==> src/hsv_pkg.sv <==
package hsv_pkg;

  localparam int unsigned HSV_CH_W     = 8;
  localparam int unsigned HSV_HUE_W    = 15;
  localparam int unsigned HSV_FRAC_DEF = 6;
  localparam int unsigned HSV_CH_MAX   = 255;
  localparam int unsigned HSV_DIV_BPS  = 4;

  localparam int unsigned HSV_DEG_60   = 60;
  localparam int unsigned HSV_DEG_120  = 120;
  localparam int unsigned HSV_DEG_240  = 240;
  localparam int unsigned HSV_DEG_360  = 360;

  typedef enum logic [1:0] {
    SEC_RED,
    SEC_GREEN,
    SEC_BLUE
  } sector_t;

  typedef struct packed {
    logic [HSV_CH_W-1:0] mx;
    logic [HSV_CH_W-1:0] delta;
    logic [HSV_CH_W-1:0] mag;
    sector_t             sector;
    logic                neg;
  } prep_t;

  typedef struct packed {
    logic [HSV_CH_W-1:0] mx;
    logic                dz;
    sector_t             sector;
    logic                neg;
  } side_t;

  function automatic int unsigned deg_fx(input int unsigned deg, input int unsigned frac);
    return deg << frac;
  endfunction

endpackage

==> src/hsv_ctrl.sv <==
module hsv_ctrl #(
  parameter int unsigned L = 4
) (
  input  logic         clk,
  input  logic         rst_n,
  input  logic         in_valid,
  output logic         in_stall,
  input  logic         out_stall,
  output logic         out_valid,
  output logic [L-1:0] en
);

  logic [L-1:0] valid_r;
  logic [L-1:0] valid_nxt;
  logic [L-1:0] rdy;
  logic [L-1:0] vin;

  // a stage takes a new word when it is empty or its successor moves
  always_comb begin
    rdy[L-1] = !valid_r[L-1] || !out_stall;
    for (int k = L - 2; k >= 0; k--) begin
      rdy[k] = !valid_r[k] || rdy[k+1];
    end
  end

  assign vin       = {valid_r[L-2:0], in_valid};
  assign valid_nxt = (rdy & vin) | (~rdy & valid_r);

  always_ff @(posedge clk) begin
    if (!rst_n) begin
      valid_r <= '0;
    end else begin
      valid_r <= valid_nxt;
    end
  end

  assign in_stall  = !rdy[0];
  assign out_valid = valid_r[L-1];
  assign en        = rdy;

endmodule

==> src/hsv_prep.sv <==
module hsv_prep (
  input  logic                           clk,
  input  logic                           en,
  input  logic [hsv_pkg::HSV_CH_W-1:0]   red,
  input  logic [hsv_pkg::HSV_CH_W-1:0]   green,
  input  logic [hsv_pkg::HSV_CH_W-1:0]   blue,
  output hsv_pkg::prep_t                 prep
);

  import hsv_pkg::*;

  prep_t               prep_r;
  prep_t               prep_nxt;
  logic [HSV_CH_W-1:0] mx;
  logic [HSV_CH_W-1:0] mn;
  logic [HSV_CH_W-1:0] a;
  logic [HSV_CH_W-1:0] b;
  sector_t             sec;

  always_comb begin
    mx = red;
    mn = red;
    if (green > mx) mx = green;
    if (blue > mx) mx = blue;
    if (green < mn) mn = green;
    if (blue < mn) mn = blue;

    // ties go to red, then green
    priority if (mx == red) begin
      sec = SEC_RED;
      a   = green;
      b   = blue;
    end else if (mx == green) begin
      sec = SEC_GREEN;
      a   = blue;
      b   = red;
    end else begin
      sec = SEC_BLUE;
      a   = red;
      b   = green;
    end

    prep_nxt.mx     = mx;
    prep_nxt.delta  = mx - mn;
    prep_nxt.sector = sec;
    prep_nxt.neg    = a < b;
    prep_nxt.mag    = (a < b) ? (b - a) : (a - b);
  end

  always_ff @(posedge clk) begin
    if (en) begin
      prep_r <= prep_nxt;
    end
  end

  assign prep = prep_r;

endmodule

==> src/hsv_div.sv <==
module hsv_div #(
  parameter int unsigned DW   = 8,
  parameter int unsigned QP   = 8,
  parameter int unsigned NSTG = 2
) (
  input  logic               clk,
  input  logic [NSTG-1:0]    en,
  input  logic [QP+DW-1:0]   num,
  input  logic [DW-1:0]      den,
  output logic [QP-1:0]      quo
);

  localparam int unsigned BPS = QP / NSTG;

  logic [DW-1:0] rem_r [NSTG-1];
  logic [QP-1:0] n_r   [NSTG-1];
  logic [DW-1:0] d_r   [NSTG-1];
  logic [QP-1:0] q_r   [NSTG];

  // restoring division, BPS quotient bits per stage, remainder stays below den
  for (genvar i = 0; i < NSTG; i++) begin : g_stg
    logic [DW-1:0] rin;
    logic [DW-1:0] rem_nxt;
    logic [QP-1:0] nin;
    logic [QP-1:0] qin;
    logic [QP-1:0] q_nxt;
    logic [DW-1:0] din;

    if (i == 0) begin : g_first
      assign rin = num[QP+DW-1:QP];
      assign nin = num[QP-1:0];
      assign din = den;
      assign qin = '0;
    end else begin : g_next
      assign rin = rem_r[i-1];
      assign nin = n_r[i-1];
      assign din = d_r[i-1];
      assign qin = q_r[i-1];
    end

    always_comb begin
      logic [DW:0] sh;
      int          j;
      rem_nxt = rin;
      q_nxt   = qin;
      for (int k = 0; k < int'(BPS); k++) begin
        j  = int'(QP) - 1 - i * int'(BPS) - k;
        sh = {rem_nxt, nin[j]};
        if (sh >= {1'b0, din}) begin
          sh       = sh - {1'b0, din};
          q_nxt[j] = 1'b1;
        end
        rem_nxt = sh[DW-1:0];
      end
    end

    always_ff @(posedge clk) begin
      if (en[i]) begin
        q_r[i] <= q_nxt;
      end
    end

    if (i < NSTG - 1) begin : g_carry
      always_ff @(posedge clk) begin
        if (en[i]) begin
          rem_r[i] <= rem_nxt;
          n_r[i]   <= nin;
          d_r[i]   <= din;
        end
      end
    end
  end

  assign quo = q_r[NSTG-1];

endmodule

==> src/rgb_to_hsv_converter_top.sv <==
// channel   ports                                   direction
// input     in_valid in_stall in_red in_green in_blue  pixel in
// output    out_valid out_stall out_hue out_saturation out_brightness  hsv out
//
// one word per cycle sustained while the output is not stalled; the divider depth is set by
// qbits, the bit count of 60 degrees in hue units (3 divider stages at the default
// of 6 fraction bits)
// the hue and saturation dividers are the pipelined restoring units that set the depth
// reset clears only the valid bits; a stalled output freezes only the full stages behind it, empty ones still fill
module rgb_to_hsv_converter_top #(
  parameter int unsigned HUE_FRAC_BITS = hsv_pkg::HSV_FRAC_DEF
) (
  input  logic                           clk,
  input  logic                           rst_n,
  input  logic                           in_valid,
  output logic                           in_stall,
  input  logic [hsv_pkg::HSV_CH_W-1:0]   in_red,
  input  logic [hsv_pkg::HSV_CH_W-1:0]   in_green,
  input  logic [hsv_pkg::HSV_CH_W-1:0]   in_blue,
  output logic                           out_valid,
  input  logic                           out_stall,
  output logic [hsv_pkg::HSV_HUE_W-1:0]  out_hue,
  output logic [hsv_pkg::HSV_CH_W-1:0]   out_saturation,
  output logic [hsv_pkg::HSV_CH_W-1:0]   out_brightness
);

  import hsv_pkg::*;

  localparam int unsigned DEG60  = deg_fx(HSV_DEG_60, HUE_FRAC_BITS);
  localparam int unsigned DEG120 = deg_fx(HSV_DEG_120, HUE_FRAC_BITS);
  localparam int unsigned DEG240 = deg_fx(HSV_DEG_240, HUE_FRAC_BITS);
  localparam int unsigned DEG360 = deg_fx(HSV_DEG_360, HUE_FRAC_BITS);
  localparam int unsigned QW     = $clog2(DEG60 + 1);
  localparam int unsigned NSTG   = (QW + HSV_DIV_BPS - 1) / HSV_DIV_BPS;
  localparam int unsigned QPH    = NSTG * HSV_DIV_BPS;
  localparam int unsigned QPS    = NSTG * ((HSV_CH_W + NSTG - 1) / NSTG);
  localparam int unsigned NWH    = QPH + HSV_CH_W;
  localparam int unsigned NWS    = QPS + HSV_CH_W;
  localparam int unsigned L      = NSTG + 2;
  localparam int unsigned HCW    = $clog2(DEG360 + 1);

  logic [L-1:0]          en;
  prep_t                 prep;
  logic [NWH-1:0]        num_h;
  logic [NWS-1:0]        num_s;
  logic [QPH-1:0]        quo_h;
  logic [QPS-1:0]        quo_s;
  side_t                 side_r [NSTG];
  side_t                 side_l;
  logic [HCW-1:0]        q_h;
  logic [HCW-1:0]        off;
  logic [HCW-1:0]        hue_full;
  logic [HSV_HUE_W-1:0]  hue_r;
  logic [HSV_HUE_W-1:0]  hue_nxt;
  logic [HSV_CH_W-1:0]   sat_r;
  logic [HSV_CH_W-1:0]   sat_nxt;
  logic [HSV_CH_W-1:0]   bri_r;

  hsv_ctrl #(
    .L (L)
  ) u_ctrl (
    .clk       (clk),
    .rst_n     (rst_n),
    .in_valid  (in_valid),
    .in_stall  (in_stall),
    .out_stall (out_stall),
    .out_valid (out_valid),
    .en        (en)
  );

  hsv_prep u_prep (
    .clk   (clk),
    .en    (en[0]),
    .red   (in_red),
    .green (in_green),
    .blue  (in_blue),
    .prep  (prep)
  );

  assign num_h = NWH'(prep.mag) * NWH'(DEG60);
  assign num_s = NWS'(prep.delta) * NWS'(HSV_CH_MAX);

  hsv_div #(
    .DW   (HSV_CH_W),
    .QP   (QPH),
    .NSTG (NSTG)
  ) u_div_hue (
    .clk (clk),
    .en  (en[NSTG:1]),
    .num (num_h),
    .den (prep.delta),
    .quo (quo_h)
  );

  hsv_div #(
    .DW   (HSV_CH_W),
    .QP   (QPS),
    .NSTG (NSTG)
  ) u_div_sat (
    .clk (clk),
    .en  (en[NSTG:1]),
    .num (num_s),
    .den (prep.mx),
    .quo (quo_s)
  );

  for (genvar i = 0; i < NSTG; i++) begin : g_side
    if (i == 0) begin : g_first
      always_ff @(posedge clk) begin
        if (en[1]) begin
          side_r[0].mx     <= prep.mx;
          side_r[0].dz     <= prep.delta == '0;
          side_r[0].sector <= prep.sector;
          side_r[0].neg    <= prep.neg;
        end
      end
    end else begin : g_next
      always_ff @(posedge clk) begin
        if (en[i+1]) begin
          side_r[i] <= side_r[i-1];
        end
      end
    end
  end

  assign side_l = side_r[NSTG-1];
  assign q_h    = HCW'(quo_h);

  always_comb begin
    unique case (side_l.sector)
      SEC_RED:   off = (side_l.neg && q_h != '0) ? HCW'(DEG360) : '0;
      SEC_GREEN: off = HCW'(DEG120);
      SEC_BLUE:  off = HCW'(DEG240);
      default:   off = '0;
    endcase
    hue_full = side_l.neg ? (off - q_h) : (off + q_h);
    hue_nxt  = side_l.dz ? '0 : HSV_HUE_W'(hue_full);
    sat_nxt  = (side_l.mx == '0) ? '0 : HSV_CH_W'(quo_s);
  end

  always_ff @(posedge clk) begin
    if (en[L-1]) begin
      hue_r <= hue_nxt;
      sat_r <= sat_nxt;
      bri_r <= side_l.mx;
    end
  end

  assign out_hue        = hue_r;
  assign out_saturation = sat_r;
  assign out_brightness = bri_r;

endmodule

==> config.mk <==
export PLATFORM = sky130hd
export DESIGN_NAME = rgb_to_hsv_converter_top
export DESIGN_NICKNAME = d
export VERILOG_FILES = /design/src/hsv_pkg.sv /design/src/hsv_ctrl.sv /design/src/hsv_prep.sv /design/src/hsv_div.sv /design/src/rgb_to_hsv_converter_top.sv
export SDC_FILE = /design/constraint.sdc
export NUM_CORES = 1
export LEC_CHECK = 0
export ABC_AREA = 1
export BUFFER_PORTS_ARGS = -buffer_cell sky130_fd_sc_hd__buf_2
export CORE_MARGIN = 2
export CORE_UTILIZATION = 50
export DETAILED_ROUTE_END_ITERATION = 7
export GPL_ROUTABILITY_DRIVEN = 0
export PLACE_DENSITY = 0.63
export SLEW_MARGIN = 20
export SYNTH_ARGS = -nofsm -noshare
export SYNTH_HDL_FRONTEND = slang
export SYNTH_SLANG_ARGS = --single-unit
==> constraint.sdc <==
create_clock -name clk -period 17.3 [get_ports clk]
set_input_delay 0.865 -clock clk [delete_from_list [all_inputs] [get_ports clk]]
set_output_delay 0.865 -clock clk [all_outputs]
set_load 0.1 [all_outputs]
Word level (Yosys, flattened, before mapping) --
Memories as Yosys holds them, arrays and structs flattened. A register that Yosys moved wholly into a read port is not among the register bits. Index checks and enable logic that the tools add are counted.
Storage, ports and cells: flip-flop bits (word level) 55, bits in writable memories 205, input bits 28, output and inout bits 33, word-level logic and storage cells 153, memories 9
Operators by class: $add $sub $neg 24, multipliers 2, $lt $le $gt $ge 26, equal/unequal tests 4, multiplexer cells 59, bitwise logic cells 4, reductions and logical operators 17
Memory list:
- side_r | words 3, bits a word 12, read ports 3, clocked after Yosys merged registers in 0, wr ports 3, line rgb_to_hsv_converter_top.sv:48 | side_t side_r [NSTG];
- u_div_hue.q_r | words 3, bits a word 12, read ports 3, clocked after Yosys merged registers in 0, wr ports 3, line hsv_div.sv:18 | logic [QP-1:0] q_r [NSTG];
- u_div_sat.q_r | words 3, bits a word 9, read ports 3, clocked after Yosys merged registers in 1, wr ports 3, line hsv_div.sv:18
- u_div_hue.n_r | words 2, bits a word 12, read ports 2, clocked after Yosys merged registers in 0, wr ports 2, line hsv_div.sv:16 | logic [QP-1:0] n_r [NSTG-1];
- u_div_sat.n_r | words 2, bits a word 9, read ports 2, clocked after Yosys merged registers in 0, wr ports 2, line hsv_div.sv:16
- u_div_hue.d_r | words 2, bits a word 8, read ports 2, clocked after Yosys merged registers in 0, wr ports 2, line hsv_div.sv:17 | logic [DW-1:0] d_r [NSTG-1];
- 3 more memories
Operators with widths (count):
- 2-to-1 mux 8 bit | 28
- greater-or-equal comparator 9 x 8 -> 1 bit | 20
- subtractor 8 bit | 22
- case mux 15 bit (3 select lines) | 1
- 2-to-1 mux 15 bit | 2
- 2-to-1 mux 1 bit | 27
- less-than comparator 8 bit | 3
- equality test 8 bit | 2
- > comparator 8 bit | 2
- zero test 8 bit | 2
- multiplier 8 x 8 -> 16 bit, second input constant | 1
- adder 15 x 12 -> 15 bit | 1
- nonzero test 15 bit | 1
- subtractor 15 x 12 -> 15 bit | 1
- multiplier 8 x 4 -> 12 bit, second input constant | 1
- bitwise AND 5 bit | 2
- greater-or-equal comparator 8 bit | 1
- zero test 1 bit | 7
- logical OR 1 bit | 5
- inverter 5 bit | 1
- bitwise OR 5 bit | 1
- equality test 2 x 1 -> 1 bit, second input constant | 1
- equality test 2 bit, second input constant | 1
- zero test 2 bit | 1
- other kinds (2) | 2

Logic depth before layout (Yosys ltp) --
Gate-level depths: netlist of run 1.
word-level depth 9, mapped depth 58

Modules after synthesis --
Synthesis of run 1 repeated with hierarchy kept, for this count alone.
Second synthesis, totals: cells, all modules 2755, area total of the unflattened synthesis 22531.6 um^2
Modules (own cells, without submodules):
- hsv_div at u_div_hue | instances 1, cells each 953, area an instance 7412.1 um^2
- hsv_div at u_div_sat | instances 1, cells each 741, area an instance 5918.2 um^2
- rgb_to_hsv_converter_top | instances 1, cells each 551, area an instance 5459.0 um^2
- hsv_prep | instances 1, cells each 488, area an instance 3520.9 um^2
- hsv_ctrl | instances 1, cells each 22, area an instance 221.5 um^2

Worst setup path before layout of run 1 --
OpenSTA, ideal clock, no wires.
path type reg-to-reg, start point reg u_prep.prep_r, in the netlist u_prep.prep[8], end point mem u_div_hue.rem_r[0][1] (data pin), library setup time 0.253 ns, data arrival time 8.457 ns, path slack 8.589 ns, cell stages (with the launch flop) 54, path through edfxtp_1 -> inv_1 -> fa_1 -> fa_1 -> inv_1 -> ha_1 -> a21oi_1 -> nand2_1 -> a21oi_1 -> xor2_1 -> inv_1 -> ha_1 -> a21o_1 -> a21oi_1 -> nand2_1 -> nand2_2 -> nand4_1 -> buf_4 -> [18 not listed] -> nand3_4 -> buf_8 -> nand2_1 -> o21ai_2 -> ha_1 -> a21oi_1 -> nand2_1 -> a21o_1 -> a21oi_1 -> nor2_1 -> nor2_1 -> o21bai_1 -> nand2_1 -> nand2_1 -> inv_1 -> nand3_4 -> nand2_1 -> nand2_1
RTL lines:
- start, declared | line hsv_prep.sv:12 | prep_t prep_r;
- start signal, assigned | line hsv_prep.sv:52 | prep_r <= prep_nxt;
- end, declared | line hsv_div.sv:15 | logic [DW-1:0] rem_r [NSTG-1];

==> metrics, run 1 <==
CP Capture Type flip-flop; Total GRT Usage 22.1%; n_diodes 0; sum of negative setup slack 0 ns; min-delay src u_div_sat.q_r[1][4]; DIE WIDTH slightly above 200 um; register area 0.00575 sq mm; Hold-fix buffers, CTS 0; first-pass GRT wire length 75800 um; Worst EP required 17.49 ns; Num Clock Sinks 193; Min Clock Period, post-route 10.05 ns; Core Region 0.0397 sq mm; Reg clk slew, reported paths 0.07 ns; filler instances 3753; initial core utilization 50.7%; worst r2r src u_prep.prep[8]; final max-slew violation count 0; Vias/cell 5.28; # IOs 61; adder-cell share of the synthesized area 22.7%; CTS resizes 0; Final #Nets 2939; post-synthesis sequential area ratio around 29%; CP Launch Type flip-flop; vias in the first global route between 15000 and 20000; crit-path max FO 16; CP Class reg -> reg; synth unique cells 57; final WL 44600 um; Die Area between 0.04 and 0.05 sq mm; largest stage delay on the critical path 0.51 ns; CTS buffer count 17; Hold WS 0.415 ns; layout cells sized above 1 8.02%; Min-Delay Endpoint u_div_sat.q_r[2][4]; deepest clock path buffer count 2; initial DRC count 675; most used cell, CP nand2_1; simple-gate area share of the yosys netlist roughly 23%; PortBufs 60; Synth-to-Final Area Change 6.68%; post-route insts no fill 3119; area leader, netlist edfxtp_1; vias 16500; Avg Cell Area, Syn roughly 8 sq um; post-CTS setup buffers 0; Finish-stage setup viols 0; Slew Limit Headroom between 30% and 40%; r2r endpoint u_div_hue.rem_r[0][4]; post-synthesis cell count 2524; initial antenna violation count 0; synthesized flop and latch total between 150 and 200; Worst Tran Pin Value 0.998 ns; xor/xnor cell area share of the yosys netlist 6.08%; grt ovf 0; hold depth 0; MaxCap Viol Count 0; iteration count of the initial detailed-routing pass 5; Reg2Reg Setup Slack between 7 and 8 ns; fin crit share 58.1%; DPL Wire Length 37200 um; H-Tree Depth 4; worst skew pair latency between 0.4 and 0.5 ns; Yosys warning count 0; cell count of the worst reg-to-reg path 51; syn nets 2882; slowest CP cell fa_1; final setup skew 0.0129 ns; unrepaired setup endpoints after global routing no; Rows 73; synthesized area 0.0202 sq mm; die outline height 205 um; Post-DRT Antenna Nets 0; Compound-Gate Fraction of Synth Area between 10% and 20%; root buffer cell clkbuf_16; pin count of the biggest net entering global routing between 50 and 60; DRC Markers 0; CTS tree built; Hold WC Path Type reg -> reg; routed len/inst 14.3 um; Post-Place Cells 3087; mux cell area share after synthesis less than 1%; status finished clean; Highest Clock Rate approximately 100 MHz; Hold Fails Final Rpt 0; Worst Path Arrival around 10 ns; largest family of logic cells by synthesized area simple AND/OR/NAND/NOR gates; Synth top area share between 20% and 30%; Synth area leaders edfxtp_1 (28%), ha_1 (17%), nand2_1 (10%); Multi-input gate area between 0.01 and 0.015 sq mm
through the flow:
| stage | setup WS [ns] | instance area, sq um | util (%) |
|---|---|---|---|
| floorplan | 8.59 | 20200 | - |
| global placement | 7.50 | 20900 | 52.7 |
| detailed placement | 7.36 | 20900 | 52.7 |
| CTS | 7.29 | 21500 | 54.1 |
| global route | 6.01 | 21500 | 54.1 |
| finish | 7.25 | 21500 | 54.1 |
worst max-delay path by stage:
stage / start / end / slack (ns) / depth (start not counted)
after floorplan: u_prep.prep[8] / u_div_hue.rem_r[0][1] / 8.59 / 53
after global placement: u_prep.prep[6] / u_div_hue.rem_r[0][4] / 7.50 / 51
after detailed placement: u_prep.prep[8] / u_div_hue.rem_r[0][4] / 7.36 / 51
after CTS: u_prep.prep[6] / u_div_hue.rem_r[0][4] / 7.29 / 53
after global routing: u_prep.prep[6] / u_div_hue.rem_r[0][4] / 6.01 / 50
final: u_prep.prep[8] / u_div_hue.rem_r[0][4] / 7.25 / 51
state kept, by name, summed over array words and instances (netlist names), named ones only:
register and count:
u_prep.prep 27, u_div_hue.d_r 16, u_div_sat.rem_r 16, out_hue 15
out_brightness 8, u_div_sat.d_r 2, u_div_hue.q_r 24, u_div_sat.n_r 7
u_div_hue.rem_r 16, u_div_sat.q_r 15, out_saturation 8, side_r 34
cell usage in the layout, fill, tap and decap left out, types with 60 or more instances in the layout:
cell type  instances
ha_1             270
xor2_1            88
buf_2             60
a21oi_1          178
o21ai_0          109
edfxtp_1         188
fa_1              60
nand2_1          544
nand3_1          178
inv_1            390
nor2_1           170
critical path, delay by kind of cell (launching register included):
family                     cells  cell delay, ns
adders and majority gates      7            2.68
AOI/OAI and AO/OA             18            3.47
buffers and inverters          6            0.70
DFF                            1            0.37
and+or+nand+nor               19            2.38
xor gates and xnor gates       1            0.17
area by class of cell:
| class | instances | share of cell area (%) |
|---|---|---|
| multi-input combinational | 1900 | 58.9 |
| sequential | 193 | 26.7 |
| inverter | 406 | 7.11 |
| tap | 525 | 3.06 |
| clock buffer | 18 | 2.00 |
| timing repair buffer | 63 | 1.50 |
| clock inverter | 14 | 0.669 |
Yosys cell counts, drive strengths merged:
cell,instances
a221oi,2
o211ai,12
o311ai,1
and2,3
nand2,570
o21a,9
inv,403
a21oi,181
or2,16
a21boi,3
o21ai,135
nor2,189
mux2i,2
o21bai,12
nor3b,2
dfxtp,5
nand4,26
ha,270
fa,60
o2111ai,2
nor3,23
a21o,9
clkinv,3
clkbuf,5
edfxtp,188
a31oi,5
nand3b,3
xor2,88
mux2,1
a41oi,2
o31ai,6
nor4,8
o221ai,1
buf,20
xnor2,52
a211oi,8
nand3,199
per-layer routing:
layer	part of all wire [%]	vias up	wire, um	track usage (%)
met3	3.6	61	1600	2.47
met1	45	7554	20000	27.7
li1	-	8521	-	-
met4	2.4	0	1060	6.55
met2	49	329	21900	39.9
met5	0	-	0	0
logic make-up after synthesis:
group,Yosys count
flops,193
xor+xnor,140
mux,3
simple gates,1039
fa+ha+maj,330
compound gates,388
buf+inv,431
Power of run 1 is left out: the tool's default activity adds up to more than one toggle a clock period on the data nets, which glitch-free logic cannot reach.
==> run 2: changes to the inputs <==
==> constraint.sdc (replaced) <==
create_clock -name clk -period 10.53 [get_ports clk]
set_input_delay 0.5265 -clock clk [delete_from_list [all_inputs] [get_ports clk]]
set_output_delay 0.5265 -clock clk [all_outputs]
set_load 0.1 [all_outputs]
==> metrics, run 2 (synthesis gave the netlist of run 1 again) <==
status finished clean (unchanged); unrepaired setup endpoints after global routing no (unchanged); Reg clk slew, reported paths 0.08 ns (was 0.07 ns); GRT busiest layer met2 (unchanged); Hold Fails Final Rpt 0 (unchanged); vias 16500 (about the same); routed len/inst 14.3 um (about the same); worst skew pair latency 0.45 ns (was 0.44 ns); CTS tree built (unchanged); Num Clock Sinks 193 (unchanged); Slew Limit Headroom 32.3% (was 33.4%); DRC Markers 0 (unchanged); PortBufs 60 (unchanged); CP Launch Type flip-flop (unchanged); iteration count of the initial detailed-routing pass 5 (unchanged); root buffer cell clkbuf_16 (unchanged); pin count of the biggest net entering global routing 54 (unchanged); MaxCap Viol Count 0 (unchanged); CP Class reg -> reg (unchanged); initial antenna violation count 0 (unchanged); crit-path max FO 16 (unchanged); DPL Wire Length 37100 um (was 37200 um); most common cell after layout, fill and taps aside nand2_1 (unchanged); GR Util met2 38.9% (was 39.9%); slowest CP cell fa_1 (unchanged); final WL 44600 um (about the same); initial DRC count 830 (was 675); grt met3 use 2.39% (was 2.47%); Total GRT Usage 22.0% (was 22.1%); Worst Tran Pin Value 1.02 ns (was 0.998 ns); vias in the first global route 15900 (was 16100); Core Region 0.0397 sq mm (unchanged); Vias/cell 5.28 (about the same); DIE WIDTH 205 um (unchanged); Biggest register side_r (unchanged); Min Clock Period, post-route 9.60 ns (was 10.05 ns); largest stage delay on the critical path 0.51 ns (about the same); Post-DRT Antenna Nets 0 (unchanged); Rows 73 (unchanged); # IOs 61 (unchanged); filler instances 3684 (was 3753); layout cells sized above 1 8.30% (was 8.02%); final max-slew violation count 0 (unchanged); Highest Clock Rate 104 MHz (was 99.5 MHz); Synth-to-Final Area Change 6.95% (was 6.68%); initial core utilization 50.7% (unchanged); Worst EP required 10.72 ns (was 17.49 ns); final setup skew 0.0155 ns (was 0.0129 ns); Hold WC Path Type in -> reg (was reg -> reg); CTS buffer count 17 (unchanged); fin crit share 91.2% (was 58.1%); die outline height 205 um (unchanged); first-pass GRT wire length 75000 um (was 75800 um); sum of negative setup slack 0 ns (unchanged); CP Capture Type flip-flop (unchanged); commonest non-fill, non-tap cells in the layout nand2_1 (544), inv_1 (390), ha_1 (270), edfxtp_1 (188) (unchanged); n_diodes 0 (unchanged); grt ovf 0 (unchanged); Hold-fix buffers, CTS 0 (unchanged); deepest clock path buffer count 2 (unchanged); Die Area 0.0419 sq mm (unchanged); most used cell, CP nand2_1 (unchanged); H-Tree Depth 4 (unchanged); Worst Path Arrival 9.79 ns (was 10.23 ns); max reg flops 34 (unchanged); Final #Nets 2947 (was 2939); Finish-stage setup viols 0 (unchanged); GR met1 Demand/Resource 27.8% (was 27.7%)
run 2: through the flow:
step	instances	area (sq um)	util, %	worst slack, ns	hold WS (ns)
3_3_place_gp	3089	20900	52.7	0.769	0.401
2_1_floorplan	2524	20200	-	1.82	0.400
3_5_place_dp	3089	20900	52.7	0.503	0.405
4_1_cts	3121	21500	54.1	0.454	0.325
6_report	3127	21600	54.2	0.930	0.346
5_1_grt	3127	21600	54.2	0.0201	0.324
run 2: what timing repair did:
action	in CTS	in global routing
setup endpoints to repair	0	17
hold endpoints to repair	0	0
setup buffers	0	6
gates resized for setup	0	1
run 2: critical path: cells and delay by family (launching register included):
family                     cells  cell delay, ns
DFF                            1            0.43
xor gates and xnor gates       1            0.26
adders and majority gates      7            2.64
buffers and inverters          7            0.81
and+or+nand+nor               21            2.09
AOI/OAI and AO/OA             17            3.10
run 2: per-layer routing:
metal	vias to the layer above	part of all wire [%]
met1	7574	45
met3	73	3.7
met2	352	49
met5	-	0
li1	8518	-
met4	0	2.5
run 2: path summary, 6_finish.rpt:
kind,from,endpoint,slack (ns),depth (start not counted)
min,rst_n,flip-flop,0.35,2
min reg2reg,side_r[0][1],side_r[0][13],0.41,0
max,u_prep.prep[6],u_div_hue.rem_r[0][2],0.93,53
max reg2reg,u_prep.prep[6],u_div_hue.rem_r[0][2],0.93,53
run 2: cell type report:
type                    count  area [sq um]  share of cell area (%)
repair buffers             71           383                    1.78
flip-flops and latches    193          5750                    26.7
inverters                 406          1530                    7.09
multi-input cells        1900         12700                    58.8
well taps                 525           657                    3.05
clock inverters            12           116                   0.540
clock buffers              20           447                    2.07
Power of run 2 is left out for the same reason.
==> run 3: changes to the inputs <==
--- a/config.mk
+++ b/config.mk
@@ -8,10 +8,11 @@
 export ABC_AREA = 1
 export BUFFER_PORTS_ARGS = -buffer_cell sky130_fd_sc_hd__buf_2
 export CORE_MARGIN = 2
-export CORE_UTILIZATION = 50
+export CORE_UTILIZATION = 40
 export DETAILED_ROUTE_END_ITERATION = 7
 export GPL_ROUTABILITY_DRIVEN = 0
-export PLACE_DENSITY = 0.63
+export PLACE_DENSITY = 0.52
+export RECOVER_POWER = 50
 export SLEW_MARGIN = 20
 export SYNTH_ARGS = -nofsm -noshare
 export SYNTH_HDL_FRONTEND = slang
==> metrics, run 3 (synthesis gave the netlist of run 1 again) <==
MaxCap Viol Count 3 (was 0); DRC Markers 0 (unchanged); DPL Wire Length 39100 um (was 37100 um); Placed Area 0.0211 sq mm (was 0.0209 sq mm); grt met3 use 3.02% (was 2.39%); Total GRT Usage 18.5% (was 22.0%); Min Clock Period, post-route 9.56 ns (was 9.60 ns); fin crit share 90.7% (was 91.2%); Post-DRT Antenna Nets 0 (unchanged); Num Clock Sinks 193 (unchanged); initial antenna violation count 1 (was 0); vias 16500 (about the same); GR met1 Demand/Resource 23.6% (was 27.8%); sum of negative setup slack 0 ns (unchanged); largest stage delay on the critical path 0.51 ns (about the same); unrepaired setup endpoints after global routing no (unchanged); final WL 47300 um (was 44600 um); H-Tree Depth 4 (unchanged); CP Launch Type flip-flop (unchanged); layout cells sized above 1 6.99% (was 8.30%); Place WS 0.518 ns (was 0.503 ns); CTS tree built (unchanged); PortBufs 60 (unchanged); CTS buffer count 17 (unchanged); failing checks max-capacitance violations, max-slew violations; initial core utilization 40.3% (was 50.7%); Rows 82 (was 73); most used cell, CP nand2_1 (unchanged); final setup skew 0.0122 ns (was 0.0155 ns); deepest clock path buffer count 2 (unchanged); Worst Tran Pin Value 2.76 ns (was 1.02 ns); first-pass GRT wire length 79200 um (was 75000 um); Hold WS 0.313 ns (was 0.346 ns); initial DRC count 813 (was 830); Worst EP required 10.75 ns (was 10.72 ns); CP Class reg -> reg (unchanged); Final #Nets 2947 (unchanged); CP Capture Type flip-flop (unchanged); vias in the first global route 16200 (was 15900); Slew Limit Headroom -84.2% (was 32.3%); slowest CP cell fa_1 (unchanged); final max-slew violation count 121 (was 0); commonest non-fill, non-tap cells in the layout nand2_1 (544), inv_1 (389), ha_1 (270), edfxtp_1 (188) (was nand2_1 (544), inv_1 (390), ha_1 (270), edfxtp_1 (188)); pin count of the biggest net entering global routing 53 (was 54); status finished with violations (was finished clean); final instance area 0.0217 sq mm (was 0.0216 sq mm); delay-heaviest family, CP compound AO/OA/AOI/OAI gates (unchanged); Biggest register side_r (unchanged); grt ovf 0 (unchanged); root buffer cell clkbuf_16 (unchanged); DIE WIDTH 228 um (was 205 um); # IOs 61 (unchanged); Die Area 0.0522 sq mm (was 0.0419 sq mm); routed len/inst 14.4 um (was 14.3 um); crit path buf inv count 7 (unchanged); Synth-to-Final Area Change 7.87% (was 6.95%); crit-path max FO 16 (unchanged); filler instances 5068 (was 3684); Vias/cell 5.04 (was 5.28); Finish-stage setup viols 0 (unchanged); Core Region 0.0500 sq mm (was 0.0397 sq mm); Hold Fails Final Rpt 0 (unchanged); GR Util met2 31.9% (was 38.9%); max reg flops 34 (unchanged); register area 0.00575 sq mm (unchanged); Hold WC Path Type in -> reg (unchanged); Reg2Reg Setup Slack 0.97 ns (was 0.93 ns); Worst Path Arrival 9.78 ns (was 9.79 ns); final worst setup slack 0.975 ns (was 0.930 ns); Reg clk slew, reported paths 0.08 ns (about the same); Multi-input gate area 0.0127 sq mm (about the same); iteration count of the initial detailed-routing pass 5 (unchanged); worst skew pair latency 0.48 ns (was 0.45 ns); n_diodes 0 (unchanged); GRT busiest layer met2 (unchanged); Highest Clock Rate 105 MHz (was 104 MHz); die outline height 228 um (was 205 um); most common cell after layout, fill and taps aside nand2_1 (unchanged)
==> run 3: changes by cell type in the layout (fill, tap and decap cells not counted), sizes merged <==
| cell | before | now |
|---|---|---|
| clkinv | 5 | 11 |
| inv | 410 | 408 |
| clkinvlp | 3 | 1 |
| clkbuf | 20 | 53 |
| buf | 71 | 35 |
| bufinv | 0 | 1 |
==> run 3: stage by stage <==
stage	utilization [%]	instances
floorplan	-	2524
global placement	42.3	3236
detailed placement	42.3	3236
CTS	43.5	3268
global route	43.5	3274
finish	43.5	3274
==> run 3: layer usage <==
layer	part of all wire, %	up-vias
li1	-	8534
met1	47	7566
met2	47	329
met3	3.0	72
met4	2.6	2
met5	0.038	-
==> run 3: final timing paths <==
| path | startpoint | endpoint | cells past startpoint |
|---|---|---|---|
| min reg2reg | u_div_sat.q_r[1][5] | u_div_sat.q_r[2][5] | 0 |
| max | u_prep.prep[6] | u_div_hue.rem_r[0][1] | 53 |
| min | in_valid | flip-flop | 2 |
| max reg2reg | u_prep.prep[6] | u_div_hue.rem_r[0][1] | 53 |
==> run 3: final cells by class <==
cell class,count,share of cell area [%]
multi-input cells,1900,58.3
flip-flops and latches,193,26.4
inverters,406,7.03
well taps,672,3.87
clock buffers,17,1.96
repair buffers,71,1.51
clock inverters,15,0.875
==> run 3: worst register-to-register path, delay by kind of cell, from the launching register on <==
family / cells / cell delay [ns]
AO/OA/AOI/OAI: 17 / 3.05
adder cells (fa/ha/maj): 7 / 2.65
AND/OR/NAND/NOR: 21 / 2.15
buffers and inverters: 7 / 0.84
flip-flops: 1 / 0.42
XOR/XNOR: 1 / 0.24
==> run 3: timing repair <==
item,CTS,global route
hold buffers,0,0
buffers inserted,0,6
endpoints found under the setup margin,0,17
hold endpoints to repair,0,0
gates resized for setup,0,2
Power of run 3 is left out for the same reason.
